**config.mk**
```make
export PLATFORM = sky130hd
export DESIGN_NAME = rdbem_ctrl
export DESIGN_NICKNAME = d
export VERILOG_FILES = /design/src/rdbem_pkg.sv /design/src/rdbem_ctrl.sv
export SDC_FILE = /design/constraint.sdc
export NUM_CORES = 1
export LEC_CHECK = 0
export BUFFER_PORTS_ARGS = -buffer_cell sky130_fd_sc_hd__buf_2
export CAP_MARGIN = 5
export CORE_AREA = 2 2 39 41
export CTS_CLUSTER_DIAMETER = 200
export CTS_CLUSTER_SIZE = 20
export DETAILED_ROUTE_END_ITERATION = 6
export DIE_AREA = 0 0 41 43
export HOLD_SLACK_MARGIN = 0.12
export SLEW_MARGIN = 15
export SYNTH_ARGS = -nofsm -noshare
export SYNTH_HDL_FRONTEND = slang
export SYNTH_SLANG_ARGS = --single-unit
export TNS_END_PERCENT = 30
```
**constraint.sdc**
```tcl
create_clock -name clk -period 1.4 [get_ports clk]
set_clock_uncertainty 0.05 [all_clocks]
set_input_delay 0.28 -clock clk [delete_from_list [all_inputs] [get_ports clk]]
set_output_delay 0.28 -clock clk [all_outputs]
set_load 0.01 [all_outputs]
```
**src/rdbem_pkg.sv**
```systemverilog
// shared constants, types and command structs for the region-decoded memory
`timescale 1ns / 1ps
package rdbem_pkg;

  // region geometry: byte offset bits, four byte lanes per row
  localparam int REGION_ADDR_BITS = 20;
  localparam int LANES            = 4;
  localparam int LANE_BITS        = 2;
  localparam int ROW_BITS         = REGION_ADDR_BITS - LANE_BITS;
  localparam int ROWS             = 1 << ROW_BITS;

  // region select field in the top address bits
  localparam int SELECT_SHIFT = 20;
  localparam int SEL_WIDTH    = 32 - SELECT_SHIFT;
  localparam logic [SEL_WIDTH-1:0] SEL_PROGRAM = 12'h004;
  localparam logic [SEL_WIDTH-1:0] SEL_DATA    = 12'h100;
  localparam logic [SEL_WIDTH-1:0] SEL_STACK   = 12'h7FF;

  // opcode codes
  localparam logic OP_READ  = 1'b0;
  localparam logic OP_WRITE = 1'b1;

  // access size codes
  localparam logic [1:0] SIZE_BYTE = 2'd0;
  localparam logic [1:0] SIZE_HALF = 2'd1;
  localparam logic [1:0] SIZE_WORD = 2'd2;

  // stream payload layout
  localparam int IN_DATA_W  = 72;
  localparam int IN_USER_W  = 1;
  localparam int OUT_DATA_W = 32;
  localparam int OUT_USER_W = 1;
  localparam int ADDR_LSB   = 0;
  localparam int WDATA_LSB  = 32;
  localparam int SIZE_LSB   = 64;

  // status codes
  localparam logic STATUS_OK         = 1'b0;
  localparam logic STATUS_BAD_REGION = 1'b1;

  typedef logic [ROW_BITS-1:0] row_t;

  // controller to datapath commands
  typedef struct packed {
    logic clear_en;
    logic capture;
    logic access_en;
    logic out_load;
  } cmd_t;

  // datapath to controller status
  typedef struct packed {
    logic clear_done;
  } stat_t;

endpackage

```
**src/rdbem_ctrl.sv**
```systemverilog
// controller state machine: clearing pass, request sequencing and result handshake
`timescale 1ns / 1ps
module rdbem_ctrl (
  input  logic             clk,
  input  logic             rst_n,
  input  logic             in_tvalid,
  output logic             in_tready,
  output logic             out_tvalid,
  input  logic             out_tready,
  output rdbem_pkg::cmd_t  cmd,
  input  rdbem_pkg::stat_t stat
);

  typedef enum logic [3:0] {
    ST_CLEAR  = 4'b0001,
    ST_IDLE   = 4'b0010,
    ST_ACCESS = 4'b0100,
    ST_FINISH = 4'b1000
  } state_t;

  state_t state_r, state_nxt;
  logic   out_valid_r, out_valid_nxt;

  // next state and commands
  always_comb begin
    state_nxt     = state_r;
    cmd           = '0;
    in_tready     = 1'b0;
    unique case (state_r)
      ST_CLEAR: begin
        cmd.clear_en = 1'b1;
        if (stat.clear_done) begin
          state_nxt = ST_IDLE;
        end
      end
      ST_IDLE: begin
        in_tready   = 1'b1;
        cmd.capture = in_tvalid;
        if (in_tvalid) begin
          state_nxt = ST_ACCESS;
        end
      end
      ST_ACCESS: begin
        cmd.access_en = 1'b1;
        state_nxt     = ST_FINISH;
      end
      ST_FINISH: begin
        if (!out_valid_r || out_tready) begin
          cmd.out_load = 1'b1;
          state_nxt    = ST_IDLE;
        end
      end
      default: begin
        state_nxt = ST_CLEAR;
      end
    endcase
  end

  // result valid flag
  always_comb begin
    out_valid_nxt = out_valid_r;
    if (cmd.out_load) begin
      out_valid_nxt = 1'b1;
    end else if (out_tready) begin
      out_valid_nxt = 1'b0;
    end
  end

  always_ff @(posedge clk) begin
    if (!rst_n) begin
      state_r     <= ST_CLEAR;
      out_valid_r <= 1'b0;
    end else begin
      state_r     <= state_nxt;
      out_valid_r <= out_valid_nxt;
    end
  end

  assign out_tvalid = out_valid_r;

endmodule

```
==> metrics.md, run 1 <==
| Metric | Value |
|---|---|
| Final min period | 1.59 ns |
| Top cell type's share of synthesized area | 31.9% |
| Num CTS Buffers | 3 |
| Worst Tran Pin Value | 0.286 ns |
| Layout cell share with drive strength beyond 1 | 60.0% |
| Worst-skew pair later-pin latency | 0.24 ns |
| Critical Path, Cell by Cell | buf_12, nor4b_4, and2_1, buf_2 |
| Area contributors post-synth | dfxtp_1 32%, nor4b_1 11%, nor4b_4 7.6%, a2111oi_2 4.8%, buf_4 4.8% |
| Tcrit/Tclk final | 114% |
| Root buf cell | clkbuf_4 |
| Die area | 0.00176 sq mm |
| Final Util | between 30% and 40% |
| Die Width | around 41 um |
| Failing checks | setup timing |
| Vias in the first global route | 261 |
| Hold slack | 0.181 ns |
| Pin count of the biggest net entering global routing | 8 |
| Drt first pass iters | 3 |
| Number of fill cells | 143 |
| Die height | 43 um |
| Max Cap Viol | 0 |
| Post-synthesis register bit count | 5 |
| Mapped Avg Cell Area | ~9.5 sq um |
| Syn Std Cell Area | approximately 310 sq um |
| Global Route Usage Sum | 9.86% |
| Ports | 11 |
| Routability Congestion | about 0.73 |
| Hold path startpoint | rst_n |
| Reg clk slew, reported paths | about 0.040 ns |
| NetSw | 91.6 uW |
| Antenna Cells | 0 |
| End of the critical path | cmd[2] |
| Pwr dens | 818 mW/mm^2 |
| R2r startpoint | state_r[0] |
| YS warnings | 0 |
| Max Freq | 629 MHz |
| Clk pwr share | a little over two fifths |
| CP peak stage delay | between 0.3 and 0.4 ns |
| Cells on worst reg2reg path | 4 |
| HP Class | input port to flop |
| Initial antenna violation count | 0 |
| # port buffers | 10 |
| Grt ovf | 0 |
| Max-slew violations | 0 |
| Cts hold-fix bufs | 0 |
| Worst setup path class | flop to output port |
| Int Power | approximately 290 uW |
| NumNets Final | 56 |
| Max VDD drop | ~0.55 mV |
| R2R setup slack | 0.02 ns |
| Post-synth top area cell | dfxtp_1 |
| Count of final setup violators | 5 |
| Global-route wire length before repair | roughly 1100 um |
| Switching share of power | 23.8% |
| Sequential area share after synthesis | 31.9% |
| Detailed Route Iter0 Violations | 4 |
| Crit path launch type | flop |
| Rel. slew slack | between 80% and 90% |
| Clk sink count | 5 |
| Yosys cell types | 20 |
| Area of the multi-input gates | 196 sq um |
| Rows | 14 |
| Sequential Power Share | about two fifths |
| Reg-to-reg endpoint | state_r[1] |
| Starting Density | 22.7% |
| H-tree depth | 1 |
| Critical path origin | state_r[3] |
| CTS Buffer Depth | 2 |
| Final hold vios | 0 |
| CP required | 1.07 ns |
| # DRC | 0 |
| RSZ-0062 raised after global routing | yes |
| Worst setup margin | -0.191 ns |
| Crit path arrival time | roughly 1.3 ns |
| Post-Syn Instances | 33 |
| Vias/cell | 4.47 |
| Detail Route Antenna Nets | 0 |
| CTS tree | done |
| Hpwl dp | 497 um |
| Logic gate share of total power | 16.1% |
| Routed vias | around 300 |
| Leak | 0.204 nW |
| FF+latch area | 105 sq um |
| CORE AREA | about 0.0014 sq mm |
| Area Growth Syn to Fin | 49.8% |
| Drt wl/cell | 10.4 um |
| Crit-path slowest cell | dfxtp_2 |
| Peak fanout along the critical path | 7 |
| Post-synth net total | 38 |
| Status | complete, but fails checks |
| Critical Path Sink Type | output port |
| Final wirelength | slightly below 700 um |
-- Yosys cell counts, drive strengths merged --
master   instances
dfxtp            5
nor4b            5
buf              4
nor2             4
inv              2
nor2b            2
o21ai            2
a2111oi          1
a211oi           1
a21oi            1
and2             1
and2b            1
and3             1
and3b            1
nor4bb           1
o311a            1
-- layout by cell type, fill, tap and decap left out, drive strengths merged --
cell / instances
a2111oi: 1
a211oi: 1
a21oi: 1
and2: 1
and2b: 1
and3: 1
and3b: 1
buf: 17
clkbuf: 4
dfxtp: 5
inv: 2
nor2: 4
nor2b: 2
nor4b: 5
nor4bb: 1
o21ai: 2
o311a: 1
-- routing by layer --
| metal | global-route usage, % | up-vias | wire [um] |
|---|---|---|---|
| met5 | 0 | - | 0 |
| li1 | - | 154 | - |
| met3 | 8.38 | 0 | 38 |
| met2 | 12.8 | 7 | 332 |
| met4 | 2.00 | 0 | 0 |
| met1 | 12.3 | 134 | 318 |
-- worst max-delay path, delay by kind of cell (launching register included) --
family | cells | cell delay [ns]
buffers and inverters | 2 | 0.25
flip-flops | 1 | 0.33
AND/OR/NAND/NOR | 2 | 0.44
-- area by class of cell --
| type | instances | share of cell area [%] |
|---|---|---|
| clock buffers | 4 | 5.59 |
| inverters | 2 | 1.60 |
| multi-input cells | 22 | 41.8 |
| flip-flops and latches | 5 | 22.3 |
| well taps | 16 | 4.26 |
| repair buffers | 17 | 24.5 |
-- state kept, by name, summed over array words and instances, names as in the netlist --
| name | cells |
|---|---|
| state_r | 4 |
| out_tvalid | 1 |
-- power groups by stage --
stage | registers, mW | logic (mW) | clock network [mW]
floorplan | 0.153 | 0.0453 | 0
global placement | 0.161 | 0.0584 | 0
detailed placement | 0.162 | 0.0589 | 0
CTS | 0.160 | 0.0624 | 0.170
global route | 0.162 | 0.0677 | 0.183
finish | 0.161 | 0.0620 | 0.162
-- kinds of logic after synthesis --
kind of cell	after synthesis	synth area share (%)
DFF	5	31.9
AOI/OAI and AO/OA	6	15.1
and+or+nand+nor	16	40.6
buffers and inverters	6	12.3
-- worst min path at each step --
stage	endpoint	slack (ns)	cells after the start
finish	state_r[0]	0.18	2
global route	state_r[0]	0.19	2
CTS	state_r[0]	0.18	2
detailed placement	state_r[0]	0.44	2
global placement	state_r[0]	0.44	2
floorplan	state_r[0]	0.31	1
-- timing repair --
action	in CTS	in global routing
pin swaps	1	1
buffers inserted	1	0
gates resized for setup	6	0
setup endpoints to repair	6	6
-- per-stage QoR --
step	TNS (ns)	power, mW	setup slack [ns]	std cells	instance area, sq um
after floorplan	0	0.198	0.00214	33	320
after global placement	-0.0531	0.220	-0.0237	61	417
after detailed placement	-0.0267	0.220	-0.0199	61	417
after CTS	-0.699	0.393	-0.205	66	470
after global routing	-1.08	0.413	-0.272	66	470
final	-0.638	0.385	-0.191	66	470
No activity file was read; power rests on OpenSTA's default activity.
==> inputs of run 2 (changes only) <==
--- a/config.mk
+++ b/config.mk
@@ -13,6 +13,7 @@
 export DETAILED_ROUTE_END_ITERATION = 6
 export DIE_AREA = 0 0 41 43
 export HOLD_SLACK_MARGIN = 0.12
+export RECOVER_POWER = 100
 export SLEW_MARGIN = 15
 export SYNTH_ARGS = -nofsm -noshare
 export SYNTH_HDL_FRONTEND = slang
==> metrics.md, run 2 (synthesized netlist as in run 1, its figures left out) <==
| Metric | Value |
|---|---|
| Status | complete, but fails checks |
| Failing checks | setup timing |
| Reg clk slew, reported paths | 0.04 ns |
| Critical Path Sink Type | output port |
| Hold path startpoint | rst_n |
| NumNets Final | 56 |
| Worst setup margin | -0.189 ns |
| Switching share of power | 23.8% |
| Logic gate share of total power | approximately 16% |
| Most common cell after layout, fill and taps aside | buf_2 |
| Max Freq | between 600 and 700 MHz |
| Antenna Cells | 0 |
| Die area | about 0.0018 sq mm |
| Global Route Usage Sum | 9.86% |
| Final hold vios | 0 |
| Tcrit/Tclk final | 114% |
| Clk pwr share | 42.2% |
| CP peak stage delay | between 0.3 and 0.4 ns |
| Buffers and inverters on the worst path | 2 |
| Reg-to-reg endpoint | state_r[1] |
| Num CTS Buffers | 3 |
| Sequential Power Share | 41.8% |
| Pre-CTS setup slack | -0.0199 ns |
| Count of final setup violators | 5 |
| R2r startpoint | state_r[0] |
| Die Width | 41 um |
| Starting Density | 22.7% |
| Top cell family by delay on the critical path | simple AND/OR/NAND/NOR gates |
| R2R setup slack | ~0.02 ns |
| Root buf cell | clkbuf_4 |
| Hpwl dp | just under 500 um |
| Int Power | a little under 300 uW |
| Rel. slew slack | 80.9% |
| Initial antenna violation count | 0 |
| CP required | 1.07 ns |
| Max-slew violations | 0 |
| Rows | 14 |
| Crit path launch type | flop |
| Final Power | between 300 and 400 uW |
| Most frequent cells in the layout | 9 x buf_2, 5 x buf_4, 4 x nor2_1, 4 x dfxtp_2 |
| Layout cell share with drive strength beyond 1 | 56.0% |
| Critical Path, Cell by Cell | buf_12, nor4b_4, and2_1, buf_2 |
| Grt ovf | 0 |
| CTS Buffer Depth | 2 |
| # port buffers | 10 |
| RSZ-0062 raised after global routing | yes |
| H-tree depth | 1 |
| Crit path arrival time | ~1.3 ns |
| NetSw | 91.4 uW |
| Final min period | 1.59 ns |
| Largest Register | state_r |
| Max reg flops | 4 |
| Worst Tran Pin Value | 0.284 ns |
| Worst Hold Path EP | state_r[0] |
| Detailed Route Iter0 Violations | 2 |
| Vias/cell | 4.41 |
| CORE AREA | 0.00138 sq mm |
| Ports | 11 |
| Cts hold-fix bufs | 0 |
| Number of fill cells | 144 |
| Routability Congestion | between 0.7 and 0.8 |
| Worst-skew pair later-pin latency | 0.24 ns |
| Global-route wire length before repair | 1120 um |
| HP Class | input port to flop |
| Peak fanout along the critical path | 7 |
| Area Growth Syn to Fin | 48.2% |
| Drt wl/cell | approximately 11 um |
| Crit-path slowest cell | dfxtp_2 |
| Cells on worst reg2reg path | 4 |
| Die height | 43 um |
| # DRC | 0 |
| CTS tree | done |
| Pin count of the biggest net entering global routing | 8 |
| Clk sink count | 5 |
| Final wirelength | 693 um |
| Drt first pass iters | 2 |
| Max Cap Viol | 0 |
| Pwr dens | slightly above 800 mW/mm^2 |
| WHS Path Cells | 2 |
| Worst setup path class | flop to output port |
| Detail Route Antenna Nets | 0 |
| Routed vias | 291 |
| Leak | just under 0.2 nW |
| Max VDD drop | 0.564 mV |
| Hold slack | 0.193 ns |
| Vias in the first global route | about 260 |
==> run 2: cell type report <==
class	count	area [sq um]	share of cell area [%]
clock buffer	4	26.3	5.65
inverter	2	7.51	1.61
multi-input combinational	22	196	42.2
sequential	5	105	22.6
tap	16	20.0	4.30
timing repair buffer	17	110	23.7
==> run 2: routing by layer <==
layer / wire, um / global-route usage, % / up-vias
met4: 0 / 2.00 / 0
met2: 332 / 12.8 / 7
met5: 0 / 0 / -
li1: - / - / 154
met3: 40 / 8.38 / 0
met1: 320 / 12.3 / 130
==> run 2: stage by stage <==
step	TNS (ns)	cells	utilization (%)	area (sq um)
2_1_floorplan	0	33	-	320
3_3_place_gp	-0.0531	61	30.1	417
3_5_place_dp	-0.0267	61	30.1	417
4_1_cts	-0.699	66	34.0	470
5_1_grt	-1.08	66	33.6	465
6_report	-0.627	66	33.6	465
==> run 2: timing repair <==
action / CTS / global route
resized for setup: 6 / 0
buffers inserted: 1 / 0
endpoints found under the setup margin: 6 / 6
pin swaps: 1 / 1
==> run 2: worst max path at each step <==
stage | endpoint | slack [ns] | start | depth (start not counted)
after global routing | cmd[2] | -0.27 | state_r[3] | 4
after global placement | state_r[1] | -0.02 | state_r[0] | 4
final | cmd[2] | -0.19 | state_r[3] | 4
after CTS | cmd[2] | -0.21 | state_r[3] | 4
after detailed placement | state_r[1] | -0.02 | state_r[0] | 4
after floorplan | cmd[0] | 0.002 | state_r[1] | 4
==> run 2: power by group through the flow <==
stage | combinational [mW] | clock (mW) | sequential, mW
after detailed placement | 0.0589 | 0 | 0.162
final | 0.0615 | 0.162 | 0.161
after CTS | 0.0624 | 0.170 | 0.160
after global routing | 0.0672 | 0.183 | 0.162
after global placement | 0.0584 | 0 | 0.161
after floorplan | 0.0453 | 0 | 0.153
==> inputs of run 3 (changes only) <==
--- a/config.mk
+++ b/config.mk
@@ -7,12 +7,15 @@
 export LEC_CHECK = 0
 export BUFFER_PORTS_ARGS = -buffer_cell sky130_fd_sc_hd__buf_2
 export CAP_MARGIN = 5
-export CORE_AREA = 2 2 39 41
+export CELL_PAD_IN_SITES_DETAIL_PLACEMENT = 0
+export CELL_PAD_IN_SITES_GLOBAL_PLACEMENT = 2
+export CORE_MARGIN = 1.5
+export CORE_UTILIZATION = 23
 export CTS_CLUSTER_DIAMETER = 200
 export CTS_CLUSTER_SIZE = 20
 export DETAILED_ROUTE_END_ITERATION = 6
-export DIE_AREA = 0 0 41 43
 export HOLD_SLACK_MARGIN = 0.12
+export PLACE_DENSITY_LB_ADDON = 0.1
 export RECOVER_POWER = 100
 export SLEW_MARGIN = 15
 export SYNTH_ARGS = -nofsm -noshare
==> metrics.md, run 3 (synthesized netlist as in run 1, its figures left out) <==
| Metric | Value |
|---|---|
| Root buf cell | clkbuf_4 |
| Final hold vios | 0 |
| Pre-CTS setup slack | -0.00396 ns |
| CP required | 1.07 ns |
| Die height | approximately 40 um |
| H-tree depth | 1 |
| Detailed Route Iter0 Violations | 2 |
| Area Growth Syn to Fin | 44.6% |
| Peak fanout along the critical path | 6 |
| Clk sink count | 5 |
| Cts hold-fix bufs | 0 |
| Routed vias | 287 |
| Max reg flops | 4 |
| Final min period | 1.59 ns |
| Max Freq | 631 MHz |
| Worst Tran Pin Value | ~0.32 ns |
| Worst-skew pair later-pin latency | between 0.2 and 0.25 ns |
| Global-route wire length before repair | 1060 um |
| CORE AREA | 0.00128 sq mm |
| Final wirelength | between 700 and 800 um |
| CTS tree | done |
| # port buffers | 10 |
| Tcrit/Tclk final | 113% |
| Vias in the first global route | 273 |
| Pwr dens | 861 mW/mm^2 |
| Die area | roughly 0.0016 sq mm |
| Num CTS Buffers | 3 |
| Ports | 11 |
| Most common cell after layout, fill and taps aside | buf_2 |
| Reg clk slew, reported paths | 0.04 ns |
| Global Route Usage Sum | a little over a tenth |
| NumNets Final | 56 |
| Vias/cell | 4.42 |
| Rows | 13 |
| Most frequent cells in the layout | 9 x buf_2, 4 x nor2_1, 4 x clkbuf_1, 4 x buf_4 |
| Rel. slew slack | 78.4% |
| Hold slack | 0.172 ns |
| Starting Density | 24.4% |
| Layout cell share with drive strength beyond 1 | 54.0% |
| Crit path arrival time | 1.26 ns |
| # DRC | 0 |
| Hpwl dp | between 500 and 600 um |
| Initial antenna violation count | 0 |
| Count of final setup violators | 6 |
| Max-slew violations | 0 |
| Max VDD drop | 0.344 mV |
| Die Width | 40.0 um |
| HP Class | input port to flop |
| Detail Route Antenna Nets | 0 |
| Grt ovf | 0 |
| Routability Congestion | approximately 0.70 |
| Leak | 0.190 nW |
| RSZ-0062 raised after global routing | yes |
| Crit path launch type | flop |
| Final Util | ~35% |
| Antenna Cells | 0 |
| Drt wl/cell | 10.9 um |
| CTS Buffer Depth | 2 |
| Status | complete, but fails checks |
| Critical Path Sink Type | output port |
| Largest Register | state_r |
| Drt first pass iters | 2 |
| Worst setup path class | flop to output port |
| Worst setup margin | -0.186 ns |
| Max Cap Viol | 0 |
| Pin count of the biggest net entering global routing | 10 |
| Failing checks | setup timing |
run 3: cell count changes in the layout (fill, tap and decap cells not counted):
cell and change:
buf_12 -1, buf_4 -1, buf_6 +1, clkbuf_1 +1, dfxtp_2 -1, dfxtp_4 +1, o21ai_0 -1, o21ai_1 +1
run 3: final cells by class:
class / instances / area [sq um]
Fill cell: 146 / 831
Sequential cell: 5 / 108
Timing Repair Buffer: 17 / 97.6
Tap cell: 15 / 18.8
Inverter: 2 / 7.51
Multi-Input combinational cell: 22 / 196
Clock buffer: 4 / 26.3
run 3: final timing paths:
| kind | from | end | slack [ns] | cells after the start |
|---|---|---|---|---|
| worst min-delay path | rst_n | state_r[0] | 0.17 | 2 |
| worst min register to register | state_r[2] | state_r[1] | 0.49 | 1 |
| worst max-delay path | state_r[0] | cmd[2] | -0.19 | 4 |
| worst max register to register | state_r[0] | state_r[1] | -0.07 | 4 |
run 3: timing repair:
action                                  CTS  global route
endpoints found under the setup margin    5             6
endpoints found under the hold margin     0             0
buffers inserted                          0             2
pin swaps                                 0             2
gates resized for setup                   6             2
run 3: per-layer routing:
layer	global-route usage [%]	share of wire, %	vias to the layer above
li1	-	-	152
met1	11.5	45	129
met4	12.9	1.4	0
met5	0	0	-
met2	16.5	51	4
met3	1.67	2.8	2
run 3: critical path, cell delays in order, from the launching register on:
cell	delay, ns
dfxtp_4	0.35
buf_6	0.11
nor4b_4	0.27
and2_1	0.16
buf_2	0.12
run 3: metrics by stage:
step / std cells / TNS (ns) / cell area (sq um) / power [mW]
4_1_cts: 63 / -0.621 / 442 / 0.392
3_3_place_gp: 59 / -0.00873 / 395 / 0.218
2_1_floorplan: 33 / 0 / 320 / 0.198
5_1_grt: 65 / -1.20 / 454 / 0.411
3_5_place_dp: 59 / -0.00396 / 395 / 0.219
6_report: 65 / -0.633 / 454 / 0.391
run 3: power breakdown:
part	internal (mW)	switching [mW]
combinational	0.0397	0.0270
sequential	0.149	0.0106
clock	0.108	0.0571
